<file path="src/hw/rtl/prvs_pkg.sv">
// Package with payload types and request codes of the priority ring victim select unit.
package prvs_pkg;

  localparam logic [1:0] REQ_CHANGE = 2'd0;
  localparam logic [1:0] REQ_REMOVE = 2'd1;
  localparam logic [1:0] REQ_VICTIM = 2'd2;

  typedef struct packed {
    logic [1:0] req_type;
    logic [5:0] buffer_index;
    logic [2:0] new_level;
  } prvs_in_t;

  typedef struct packed {
    logic       found;
    logic [5:0] victim_index;
  } prvs_out_t;

endpackage

</file>
<file path="src/hw/rtl/priority_ring_victim_select_unit.sv">
// Top level: buffer ring bookkeeping and victim selection over one link memory.
// A request that changes nothing goes straight from ST_IDLE to ST_DONE; a move that unlinks a
// buffer and appends it to a non-empty ring passes ST_READ, ST_UNLNK, ST_LINK_B, ST_LINK_T,
// ST_LINK_H and ST_DONE. The single write port of the link memory takes up to five entry
// writes per request, one per cycle, and a new word is taken only once the last is done:
// in_ready is high only when the sequencer is idle. After reset a clearing pass marks
// every buffer in use; no word is accepted until it ends.
module priority_ring_victim_select_unit #(
  parameter int NUM_BUFFERS = 64,
  parameter int NUM_LEVELS  = 4
) (
  input  logic                clk,
  input  logic                rst_n,
  input  logic                in_valid,
  output logic                in_ready,
  input  prvs_pkg::prvs_in_t  in_data,
  output logic                out_valid,
  input  logic                out_ready,
  output prvs_pkg::prvs_out_t out_data
);
  import prvs_pkg::*;

  localparam int IDX_W = $clog2(NUM_BUFFERS);
  localparam int LVL_W = $clog2(NUM_LEVELS + 1);
  localparam int LIX_W = (NUM_LEVELS > 1) ? $clog2(NUM_LEVELS) : 1;
  // Level code that means "in use, in no ring".
  localparam logic [LVL_W-1:0] LVL_USE  = LVL_W'(NUM_LEVELS);
  localparam logic [IDX_W-1:0] CLR_LAST = IDX_W'(NUM_BUFFERS - 1);

  // One entry per buffer: ring successor, ring predecessor and level.
  typedef struct packed {
    logic [IDX_W-1:0] nxt;
    logic [IDX_W-1:0] prv;
    logic [LVL_W-1:0] lvl;
  } entry_t;

  // Sequencer states; each link memory write takes a state of its own.
  typedef enum logic [7:0] {
    ST_CLEAR  = 8'b0000_0001,  // sweep the memory after reset
    ST_IDLE   = 8'b0000_0010,  // take a word, issue the read of the addressed buffer
    ST_READ   = 8'b0000_0100,  // detach decision, patch successor's back link
    ST_UNLNK  = 8'b0000_1000,  // patch predecessor's forward link
    ST_LINK_B = 8'b0001_0000,  // write the buffer's own entry
    ST_LINK_T = 8'b0010_0000,  // old tail points forward to the buffer
    ST_LINK_H = 8'b0100_0000,  // head points back to the buffer
    ST_DONE   = 8'b1000_0000   // hand the result to the output register
  } state_t;

  state_t state_r, state_nxt;

  // Link memory: one write port with field enables, one registered read port.
  entry_t           link_mem [NUM_BUFFERS];
  entry_t           rd_data_r;
  logic             rd_en;
  logic [IDX_W-1:0] rd_addr;
  logic             we_nxt, we_prv, we_lvl;
  logic [IDX_W-1:0] wr_addr;
  entry_t           wr_data;

  // Ring heads and occupancy flags, one per level.
  logic [IDX_W-1:0]      ring_head_r   [NUM_LEVELS];
  logic [IDX_W-1:0]      ring_head_nxt [NUM_LEVELS];
  logic [NUM_LEVELS-1:0] ring_ne_r, ring_ne_nxt;
  logic [NUM_LEVELS-1:0] head_is_b;
  logic [LIX_W-1:0]      head_ix;
  logic [IDX_W-1:0]      head_rd;

  // Per-request working registers.
  logic [IDX_W-1:0] clr_cnt_r, clr_cnt_nxt;
  logic [IDX_W-1:0] b_r, b_nxt;
  logic [LVL_W-1:0] lv_r, lv_nxt;
  logic [IDX_W-1:0] n_r, n_nxt;
  logic [IDX_W-1:0] p_r, p_nxt;
  logic [IDX_W-1:0] h_r, h_nxt;
  logic [IDX_W-1:0] t_r, t_nxt;
  logic             det_r, det_nxt;
  logic             app_r, app_nxt;
  logic             res_found_r, res_found_nxt;
  logic [5:0]       res_idx_r, res_idx_nxt;

  logic      out_valid_r, out_valid_nxt;
  prvs_out_t out_data_r, out_data_nxt;

  // Decode helpers.
  logic             vic_hit;
  logic [LIX_W-1:0] vic_lvl;
  logic             idx_ok;
  logic             in_ring;
  logic             lone;
  logic             to_ring;
  logic [LIX_W-1:0] lvb_ix;
  logic [LIX_W-1:0] lv_ix;
  logic [IDX_W-1:0] t_fwd;

  assign in_ready  = (state_r == ST_IDLE);
  assign out_valid = out_valid_r;
  assign out_data  = out_data_r;

  assign lvb_ix  = LIX_W'(rd_data_r.lvl);
  assign lv_ix   = LIX_W'(lv_r);
  assign to_ring = (32'(lv_r) < NUM_LEVELS);
  assign in_ring = (32'(rd_data_r.lvl) < NUM_LEVELS);
  assign lone    = (rd_data_r.nxt == b_r);
  assign idx_ok  = (32'(in_data.buffer_index) < NUM_BUFFERS);

  // Lowest non-empty ring wins the victim search.
  always_comb begin
    vic_hit = 1'b0;
    vic_lvl = '0;
    for (int i = NUM_LEVELS - 1; i >= 0; i--) begin
      if (ring_ne_r[i]) begin
        vic_hit = 1'b1;
        vic_lvl = LIX_W'(i);
      end
    end
  end

  // Compare every head with the buffer in hand at its own place.
  always_comb begin
    for (int i = 0; i < NUM_LEVELS; i++) begin
      head_is_b[i] = (ring_head_r[i] == b_r);
    end
  end

  // Single read port of the head file: victim level while idle, target level otherwise.
  assign head_ix = (state_r == ST_IDLE) ? vic_lvl : lv_ix;
  assign head_rd = ring_head_r[head_ix];

  // Old tail of the target ring. The back link of the head may have been rewritten by the
  // detach at the very edge that read it: forward the predecessor in that case.
  assign t_fwd = (det_r && (h_r == n_r)) ? p_r : rd_data_r.prv;

  always_comb begin
    state_nxt     = state_r;
    clr_cnt_nxt   = clr_cnt_r;
    b_nxt         = b_r;
    lv_nxt        = lv_r;
    n_nxt         = n_r;
    p_nxt         = p_r;
    h_nxt         = h_r;
    t_nxt         = t_r;
    det_nxt       = det_r;
    app_nxt       = app_r;
    res_found_nxt = res_found_r;
    res_idx_nxt   = res_idx_r;
    ring_ne_nxt   = ring_ne_r;
    ring_head_nxt = ring_head_r;
    out_valid_nxt = out_valid_r;
    out_data_nxt  = out_data_r;

    rd_en   = 1'b0;
    rd_addr = b_r;
    we_nxt  = 1'b0;
    we_prv  = 1'b0;
    we_lvl  = 1'b0;
    wr_addr = b_r;
    wr_data = '{nxt: b_r, prv: b_r, lvl: lv_r};

    // Drop the result once the consumer takes it.
    if (out_valid_r && out_ready) begin
      out_valid_nxt = 1'b0;
    end

    case (state_r)
      ST_CLEAR: begin
        // Mark every buffer in use; links stay meaningless until written.
        we_nxt  = 1'b1;
        we_prv  = 1'b1;
        we_lvl  = 1'b1;
        wr_addr = clr_cnt_r;
        wr_data = '{nxt: '0, prv: '0, lvl: LVL_USE};
        clr_cnt_nxt = clr_cnt_r + 1'b1;
        if (clr_cnt_r == CLR_LAST) begin
          state_nxt = ST_IDLE;
        end
      end

      ST_IDLE: begin
        if (in_valid) begin
          res_found_nxt = 1'b0;
          res_idx_nxt   = '0;
          state_nxt     = ST_DONE;
          case (in_data.req_type)
            REQ_CHANGE, REQ_REMOVE: begin
              if (idx_ok) begin
                b_nxt = IDX_W'(in_data.buffer_index);
                if ((in_data.req_type == REQ_CHANGE) &&
                    (32'(in_data.new_level) < NUM_LEVELS)) begin
                  lv_nxt = LVL_W'(in_data.new_level);
                end else begin
                  lv_nxt = LVL_USE;
                end
                rd_en     = 1'b1;
                rd_addr   = IDX_W'(in_data.buffer_index);
                state_nxt = ST_READ;
              end
            end
            REQ_VICTIM: begin
              if (vic_hit) begin
                b_nxt         = head_rd;
                lv_nxt        = LVL_USE;
                res_found_nxt = 1'b1;
                res_idx_nxt   = 6'(head_rd);
                rd_en         = 1'b1;
                rd_addr       = head_rd;
                state_nxt     = ST_READ;
              end
            end
            default: begin
              state_nxt = ST_DONE;
            end
          endcase
        end
      end

      ST_READ: begin
        // Detach from the current ring.
        n_nxt   = rd_data_r.nxt;
        p_nxt   = rd_data_r.prv;
        det_nxt = in_ring && !lone;
        if (in_ring && lone) begin
          ring_ne_nxt[lvb_ix] = 1'b0;
        end
        if (in_ring && !lone) begin
          we_prv      = 1'b1;
          wr_addr     = rd_data_r.nxt;
          wr_data.prv = rd_data_r.prv;
          if (head_is_b[lvb_ix]) begin
            ring_head_nxt[lvb_ix] = rd_data_r.nxt;
          end
        end
        // Append decision against the rings as they stand after the detach.
        app_nxt = to_ring && ring_ne_nxt[lv_ix];
        if (in_ring && !lone && (lvb_ix == lv_ix) && head_is_b[lvb_ix]) begin
          h_nxt = rd_data_r.nxt;
        end else begin
          h_nxt = head_rd;
        end
        if (to_ring && ring_ne_nxt[lv_ix]) begin
          rd_en   = 1'b1;
          rd_addr = h_nxt;
        end
        state_nxt = (in_ring && !lone) ? ST_UNLNK : ST_LINK_B;
      end

      ST_UNLNK: begin
        we_nxt      = 1'b1;
        wr_addr     = p_r;
        wr_data.nxt = n_r;
        state_nxt   = ST_LINK_B;
      end

      ST_LINK_B: begin
        wr_addr = b_r;
        if (!to_ring) begin
          // In use: level only, links left as they are.
          we_lvl      = 1'b1;
          wr_data.lvl = LVL_USE;
          state_nxt   = ST_DONE;
        end else if (!app_r) begin
          // Start a ring of one.
          we_nxt  = 1'b1;
          we_prv  = 1'b1;
          we_lvl  = 1'b1;
          wr_data = '{nxt: b_r, prv: b_r, lvl: lv_r};
          ring_head_nxt[lv_ix] = b_r;
          ring_ne_nxt[lv_ix]   = 1'b1;
          state_nxt            = ST_DONE;
        end else begin
          // Slot in between old tail and head.
          we_nxt    = 1'b1;
          we_prv    = 1'b1;
          we_lvl    = 1'b1;
          wr_data   = '{nxt: h_r, prv: t_fwd, lvl: lv_r};
          t_nxt     = t_fwd;
          state_nxt = ST_LINK_T;
        end
      end

      ST_LINK_T: begin
        we_nxt      = 1'b1;
        wr_addr     = t_r;
        wr_data.nxt = b_r;
        state_nxt   = ST_LINK_H;
      end

      ST_LINK_H: begin
        we_prv      = 1'b1;
        wr_addr     = h_r;
        wr_data.prv = b_r;
        state_nxt   = ST_DONE;
      end

      ST_DONE: begin
        // Hold the result until the output register is free.
        if (!out_valid_r || out_ready) begin
          out_valid_nxt             = 1'b1;
          out_data_nxt.found        = res_found_r;
          out_data_nxt.victim_index = res_idx_r;
          state_nxt                 = ST_IDLE;
        end
      end

      default: begin
        state_nxt = ST_IDLE;
      end
    endcase
  end

  // Link memory.
  always_ff @(posedge clk) begin
    if (we_nxt) begin
      link_mem[wr_addr].nxt <= wr_data.nxt;
    end
    if (we_prv) begin
      link_mem[wr_addr].prv <= wr_data.prv;
    end
    if (we_lvl) begin
      link_mem[wr_addr].lvl <= wr_data.lvl;
    end
    if (rd_en) begin
      rd_data_r <= link_mem[rd_addr];
    end
  end

  // Control state.
  always_ff @(posedge clk) begin
    if (!rst_n) begin
      state_r     <= ST_CLEAR;
      clr_cnt_r   <= '0;
      ring_ne_r   <= '0;
      out_valid_r <= 1'b0;
    end else begin
      state_r     <= state_nxt;
      clr_cnt_r   <= clr_cnt_nxt;
      ring_ne_r   <= ring_ne_nxt;
      out_valid_r <= out_valid_nxt;
    end
  end

  // Payload and working registers.
  always_ff @(posedge clk) begin
    ring_head_r <= ring_head_nxt;
    b_r         <= b_nxt;
    lv_r        <= lv_nxt;
    n_r         <= n_nxt;
    p_r         <= p_nxt;
    h_r         <= h_nxt;
    t_r         <= t_nxt;
    det_r       <= det_nxt;
    app_r       <= app_nxt;
    res_found_r <= res_found_nxt;
    res_idx_r   <= res_idx_nxt;
    out_data_r  <= out_data_nxt;
  end

endmodule

</file>
<file path="config.mk">
export PLATFORM = sky130hd
export DESIGN_NAME = priority_ring_victim_select_unit
export DESIGN_NICKNAME = d
export VERILOG_FILES = /design/src/hw/rtl/prvs_pkg.sv /design/src/hw/rtl/priority_ring_victim_select_unit.sv
export SDC_FILE = /design/constraint.sdc
export NUM_CORES = 2
export LEC_CHECK = 0
export CORE_MARGIN = 10
export CORE_UTILIZATION = 61
export CTS_BUF_LIST = sky130_fd_sc_hd__clkbuf_2
export CTS_CLUSTER_SIZE = 25
export DETAILED_ROUTE_END_ITERATION = 10
export DONT_BUFFER_PORTS = 1
export PLACE_DENSITY = 0.8
export SETUP_SLACK_MARGIN = 0.3
export SLEW_MARGIN = 20
export SYNTH_ARGS = -nofsm -noshare
export SYNTH_HDL_FRONTEND = slang
export SYNTH_SLANG_ARGS = --single-unit
</file>
<file path="constraint.sdc">
create_clock -name clk -period 5.2 [get_ports clk]
set_input_delay 1.04 -clock clk [delete_from_list [all_inputs] [get_ports clk]]
set_output_delay 1.04 -clock clk [all_outputs]
set_load 0.02 [all_outputs]
</file>
== Word level (Yosys, flattened, before mapping) ==
Memories as Yosys holds them, arrays and structs flattened. A register that Yosys moved wholly into a read port is not among the register bits.
Cells that the tools add are included.
Cells by class
  reductions and logical operators: 30
  bitwise gates (word level): 6
  equal/unequal tests: 26
  order comparisons: 12
  add/sub/neg operators: 1
  muxes and demuxes: 83
Operators with widths (number)
  $mux W24: 4
  $mux W6: 11
  $pmux W8 S8: 1
  $bwmux W24: 2
  $mux W8: 6
  $pmux W24 S2: 1
  $eq A6 B6 Y1: 6
  $pmux W6 S3: 2
  $pmux W6 S5: 1
  $demux W6 S2: 2
  $pmux W6 S2: 2
  $mux W1: 23
  $mux W4: 4
  $ne A2 B2 Y1 const B: 8
  $pmux W8 S2: 1
  $mux W15: 1
  $bmux W6 S2: 1
  $logic_and A1 B1 Y1: 12
  $mux W12: 1
  $pmux W3 S2: 2
  $mux W2: 5
  $ge A3 B3 Y1 const B: 3
  $lt A3 B3 Y1 const B: 3
  $mux W3: 3
  36 further kinds: 53
Storage, ports and cells
  memories kept: 1
  flip-flop bits (word level): 92
  output and inout bits: 9
  RAM bits: 960
  word-level logic and storage cells: 179
Memory list
  link_mem: depth 64, width 15, read ports 1, clocked after memory_dff 1, write ports 1, line priority_ring_victim_select_unit.sv:52  | entry_t link_mem [NUM_BUFFERS];

== Longest topological paths before layout ==
  depth in word-level cells: 13
  gate-level depth with buffers: 17
  mapped depth without buffers: 13

== Worst setup path before layout ==
Ideal clock, no wire load.
  path kind: reg2reg
  start point: register state_r[2]
  end point: memory link_mem[0][6] in the netlist's numbering, data pin
  path buffers: 2
  library setup time: 548 ps
  setup slack: 733 ps
  stages on the path, launching flop included: 11
  arrival: 3919 ps
  clock period less this slack: 4467 ps
  cells stage by stage: dfxtp_1 clkbuf_1 nor2_1 nand2_1 or3_1 or3b_2 clkbuf_1 or3_1 nand2_1 a21oi_1 a21oi_1
RTL lines
  start, declared: line priority_ring_victim_select_unit.sv:49  | state_t state_r, state_nxt;
  start signal, assigned: line priority_ring_victim_select_unit.sv:334  | state_r <= state_nxt;
  end, declared: line priority_ring_victim_select_unit.sv:52

== Worst setup path in the final report ==
  start point: register b_r[2]
  end point: register rd_data_r[10] (netlist name)
Between the ends
  longest elaborated chain between the ends: 9
Ends and longest elaborated chain
  start, declared: line priority_ring_victim_select_unit.sv:70  | logic [IDX_W-1:0] b_r, b_nxt;
  start signal, assigned: line priority_ring_victim_select_unit.sv:344  | b_r <= b_nxt;
  $eq A6 B6 Y1: line priority_ring_victim_select_unit.sv:103  | assign lone = (rd_data_r.nxt == b_r);
  $logic_and A1 B1 Y1: line priority_ring_victim_select_unit.sv:221  | if (in_ring && lone) begin
  $mux W4: line priority_ring_victim_select_unit.sv:221
  $mux W4: line priority_ring_victim_select_unit.sv:164  | case (state_r)
  $bmux W1 S2: line priority_ring_victim_select_unit.sv:239  | if (to_ring && ring_ne_nxt[lv_ix]) begin
  $mux W1 (implied by the code): line priority_ring_victim_select_unit.sv:239
  $logic_and A1 B1 Y1: line priority_ring_victim_select_unit.sv:239
  $mux W6 or $mux W1 (tied branches): line priority_ring_victim_select_unit.sv:239
  $pmux W6 S2 or $pmux W1 S2 (tied branches): line priority_ring_victim_select_unit.sv:164
Several ways; a longest one is shown, not always the timed one. The select of a mux whose other input is x is not followed.
A chain may end at the register's enable or synchronous reset.

==> impl_metrics.tcl <==
set metrics [dict create \
    synth-main-ff-cell "edfxtp_1" \
    clock_skew_ns 0.158 \
    fp-row-count 99 \
    drc 0 \
    initial_core_util_pct 61.5 \
    synth_area_leaders "edfxtp_1, nand2_1, mux2i_1, nand3_1, nor2_1" \
    syn_inst 3487 \
    cp.required_ns 6.34 \
    yosysSeqAreaShare_pct 71.0 \
    fillers 5129 \
    antenna_found_initial 2 \
    arrival_ns 5.90 \
    post-route-period-util_pct 91.6 \
    dr.first_iter.drc_count 4180 \
    ir_drop_mv 0.196 \
    setup_slack_ns 0.436 \
    die_area_mm2 0.0848 \
    outcome "complete, no violations" \
    timing.setup.tns_ns 0 \
    drv_slew 0 \
    powerDensity_mw_per_mm2 336 \
    min_path_type "input pin to flip-flop" \
    max_freq_mhz 210 \
    ios 24 \
    root_buffer "clkbuf_2" \
    final_antenna_net_count 0 \
    grt_max_degree 144 \
    rsz0062_at_grt "no" \
    cts_tree "done" \
    die_x_um 291 \
    grt_util_all_layers_pct 26.4 \
    highest_layer "met4" \
    worstMarginPinSlew_ns 1.20 \
    max_cap_violations 0 \
    cts_max_level 5 \
    grt_pass1_wl_mm 174 \
    fin_crit_ns 4.76 \
    drive_above_1_share_pct 14.9 \
    slew_headroom_pct 19.8 \
    yosysTopAreaCellShare_pct 70.1 \
    yosysUniqueCellTypes 80 \
    place_congestion 0.941 \
    wl_met1_mm 41.5 \
    clk_latency_ns 1.47 \
    die_height_um 291 \
    cts.clk_slew.worst_paths_ns 0.11 \
    overflow 0 \
    worst_setup_path_end_kind "flip-flop" \
    synth-edff-count 1048 \
    synth_seq_cells 1067 \
    avgRoutedWirePerCell_um 24.1 \
    syn_nets 3503 \
    portBuffers 0 \
    core_area_mm2 0.0730 \
    via_count 30480 \
    clk_path_buf_depth 4 \
    hpwl_mm 70.7 \
    cts_buffers 276 \
    cp_max_fo 17 \
    via_per_inst 6.38 \
    first_global_vias 29712 \
    area_delta_synth_final_pct 8.10 \
    syn_avg_cell_area_um2 12.9 \
    synth_warnings 0 \
    wl_met2_mm 54.6 \
    clock-sinks 1067 \
    nets 3667 \
    firstDrtPassIters 7 \
    dr_wl_met3_mm 14.0 \
    hold_violations 0 \
    setup_viol 0 \
    routed_wl_mm 115 \
    p_leak_uw 0.0174 \
    synthArstFlopShare_pct 0 \
    start_kind "flip-flop" \
    crit_type "flip-flop to flip-flop" \
    mappedNetlistArea_mm2 0.0449 \
    place_ws_ns 0.104 \
    synth_top_cell_by_area "edfxtp_1" \
]
Yosys cell counts (all sizes together), types with 13 or more instances:
library cell and number:
a21boi 14, a21oi 50, a22oi 36, a31oi 33, a32oi 74, and2 13, and3 25, buf 114
clkbuf 110, dfxtp 19, edfxtp 1048, inv 24, mux2i 195, nand2 836, nand3 342, nand4 23
nor2 240, nor2b 15, nor4 14, o21ai 44, o221ai 29, xnor2 16, xor2 26
layout by cell type, fill, tap and decap left out, types with 6 or more instances in the layout:
| master | synthesis | final |
|---|---|---|
| a21boi_0 | 14 | 14 |
| a21oi_1 | 50 | 49 |
| a221o_1 | 7 | 7 |
| a221oi_1 | 6 | 6 |
| a222oi_1 | 6 | 6 |
| a22o_1 | 12 | 12 |
| a22oi_1 | 36 | 36 |
| a31oi_1 | 33 | 32 |
| a32oi_1 | 74 | 74 |
| and2_1 | 13 | 11 |
| and3_1 | 25 | 22 |
| buf_12 | 0 | 15 |
| buf_4 | 10 | 77 |
| clkbuf_2 | 0 | 391 |
| clkinv_1 | 0 | 37 |
| clkinv_2 | 0 | 7 |
| dfxtp_1 | 19 | 19 |
| dlygate4sd3_1 | 0 | 17 |
| edfxtp_1 | 1048 | 1048 |
| inv_1 | 23 | 17 |
| inv_2 | 1 | 11 |
| mux2_2 | 12 | 12 |
| mux2i_1 | 194 | 192 |
| nand2_1 | 836 | 830 |
| nand2b_1 | 9 | 8 |
| nand3_1 | 342 | 342 |
| nand4_1 | 22 | 22 |
| nor2_1 | 238 | 237 |
| nor2b_1 | 15 | 15 |
| nor3_1 | 10 | 9 |
| nor4_1 | 10 | 10 |
| o211ai_1 | 6 | 6 |
| o21ai_0 | 38 | 37 |
| o221ai_1 | 29 | 29 |
| or3_1 | 7 | 7 |
| xnor2_1 | 16 | 16 |
| xor2_1 | 26 | 26 |
what timing repair did:
item | 4_1_cts | 5_1_grt
resized for setup | 2 | 10
endpoints found under the setup margin | 3 | 18
pin swaps | 0 | 2
hold endpoints to repair | 34 | 0
buffers inserted | 0 | 5
hold buffers | 17 | 0
per-stage QoR:
step	power, µW	area (µm²)	util, %	hold WS (ns)	std cells
finish	16300	48500	66.5	0.0785	4779
global placement	11100	46000	63.0	0.402	4310
global route	16900	48500	66.5	0.0436	4777
CTS	16300	48400	66.3	0.00842	4769
floorplan	10600	44900	-	0.400	3487
detailed placement	11100	46000	63.0	0.406	4310
cell families (layout without fill, tap and decap cells):
group           Yosys count  after routing  synth area share, %
compound gates          357            357                 5.99
xor+xnor                 42             42                0.820
fa+ha+maj                 1              1               0.0279
buf+inv                 248            576                 2.42
flops                  1067           1067                 71.0
mux                     207            207                 4.66
other cells               0              5                    0
simple gates           1565           1565                 15.1
final timing paths:
path	from	to	slack, ns	depth (start not counted)
hold / removal	in_data[10]	state_r[2]$_SDFFE_PN0P_	0.08	2
setup / recovery	b_r[2]$_DFFE_PP_	rd_data_r[10]$_DFFE_PP_	0.44	14
hold reg to reg	res_idx_r[0]$_SDFFCE_PN0P_	out_data[0]$_DFFE_PP_	0.36	0
setup reg to reg	b_r[2]$_DFFE_PP_	rd_data_r[10]$_DFFE_PP_	0.44	14
report_power, final:
group / internal, µW / total (µW) / leakage [µW] / switching [µW]
sequential: 9730 / 9780 / 0.00978 / 47.1
clock: 2130 / 5330 / 0.00177 / 3200
combinational: 236 / 1190 / 0.00586 / 958
critical path, stage by stage (launching register included):
cell and delay [ns]:
edfxtp_1 0.47, buf_4 0.26, xor2_1 0.19, or4_1 0.43, nor4_1 0.21, or4_1 0.27, nand3_1 0.28, mux2_2 0.38
a211oi_2 0.31, and3_2 0.49, buf_4 0.24, o221ai_1 0.13, a31oi_1 0.31, a22oi_1 0.22, and3_1 0.23
metal layers:
layer / vias up / GRT usage, %
met4: 0 / 13.7
met5: - / 0
met2: 2175 / 41.3
met1: 14547 / 34.4
li1: 13385 / -
met3: 373 / 6.10
flip-flops by register name, summed over array words and instances, names as in the netlist:
| name | count |
|---|---|
| link_mem | 960 |
| ring_head_r | 24 |
| rd_data_r | 13 |
| state_r | 8 |
| out_data | 7 |
| b_r | 6 |
| clr_cnt_r | 6 |
| h_r | 6 |
| n_r | 6 |
| p_r | 6 |
| res_idx_r | 6 |
| t_r | 6 |
| ring_ne_r | 4 |
| lv_r | 3 |
| lvb_ix | 2 |
| app_r | 1 |
| det_r | 1 |
| out_valid | 1 |
| res_found_r | 1 |
cell type report:
cell class | count | area [µm²] | area share, %
Antenna cell | 5 | 12.5 | 0.0258
Sequential cell | 1067 | 31900 | 65.7
Multi-Input combinational cell | 2172 | 12100 | 24.9
Clock buffer | 391 | 1960 | 4.03
Tap cell | 959 | 1200 | 2.47
Inverter | 24 | 91.3 | 0.188
Timing Repair Buffer | 110 | 1060 | 2.18
Clock inverter | 51 | 278 | 0.573
(Power assumes the default switching activity.)
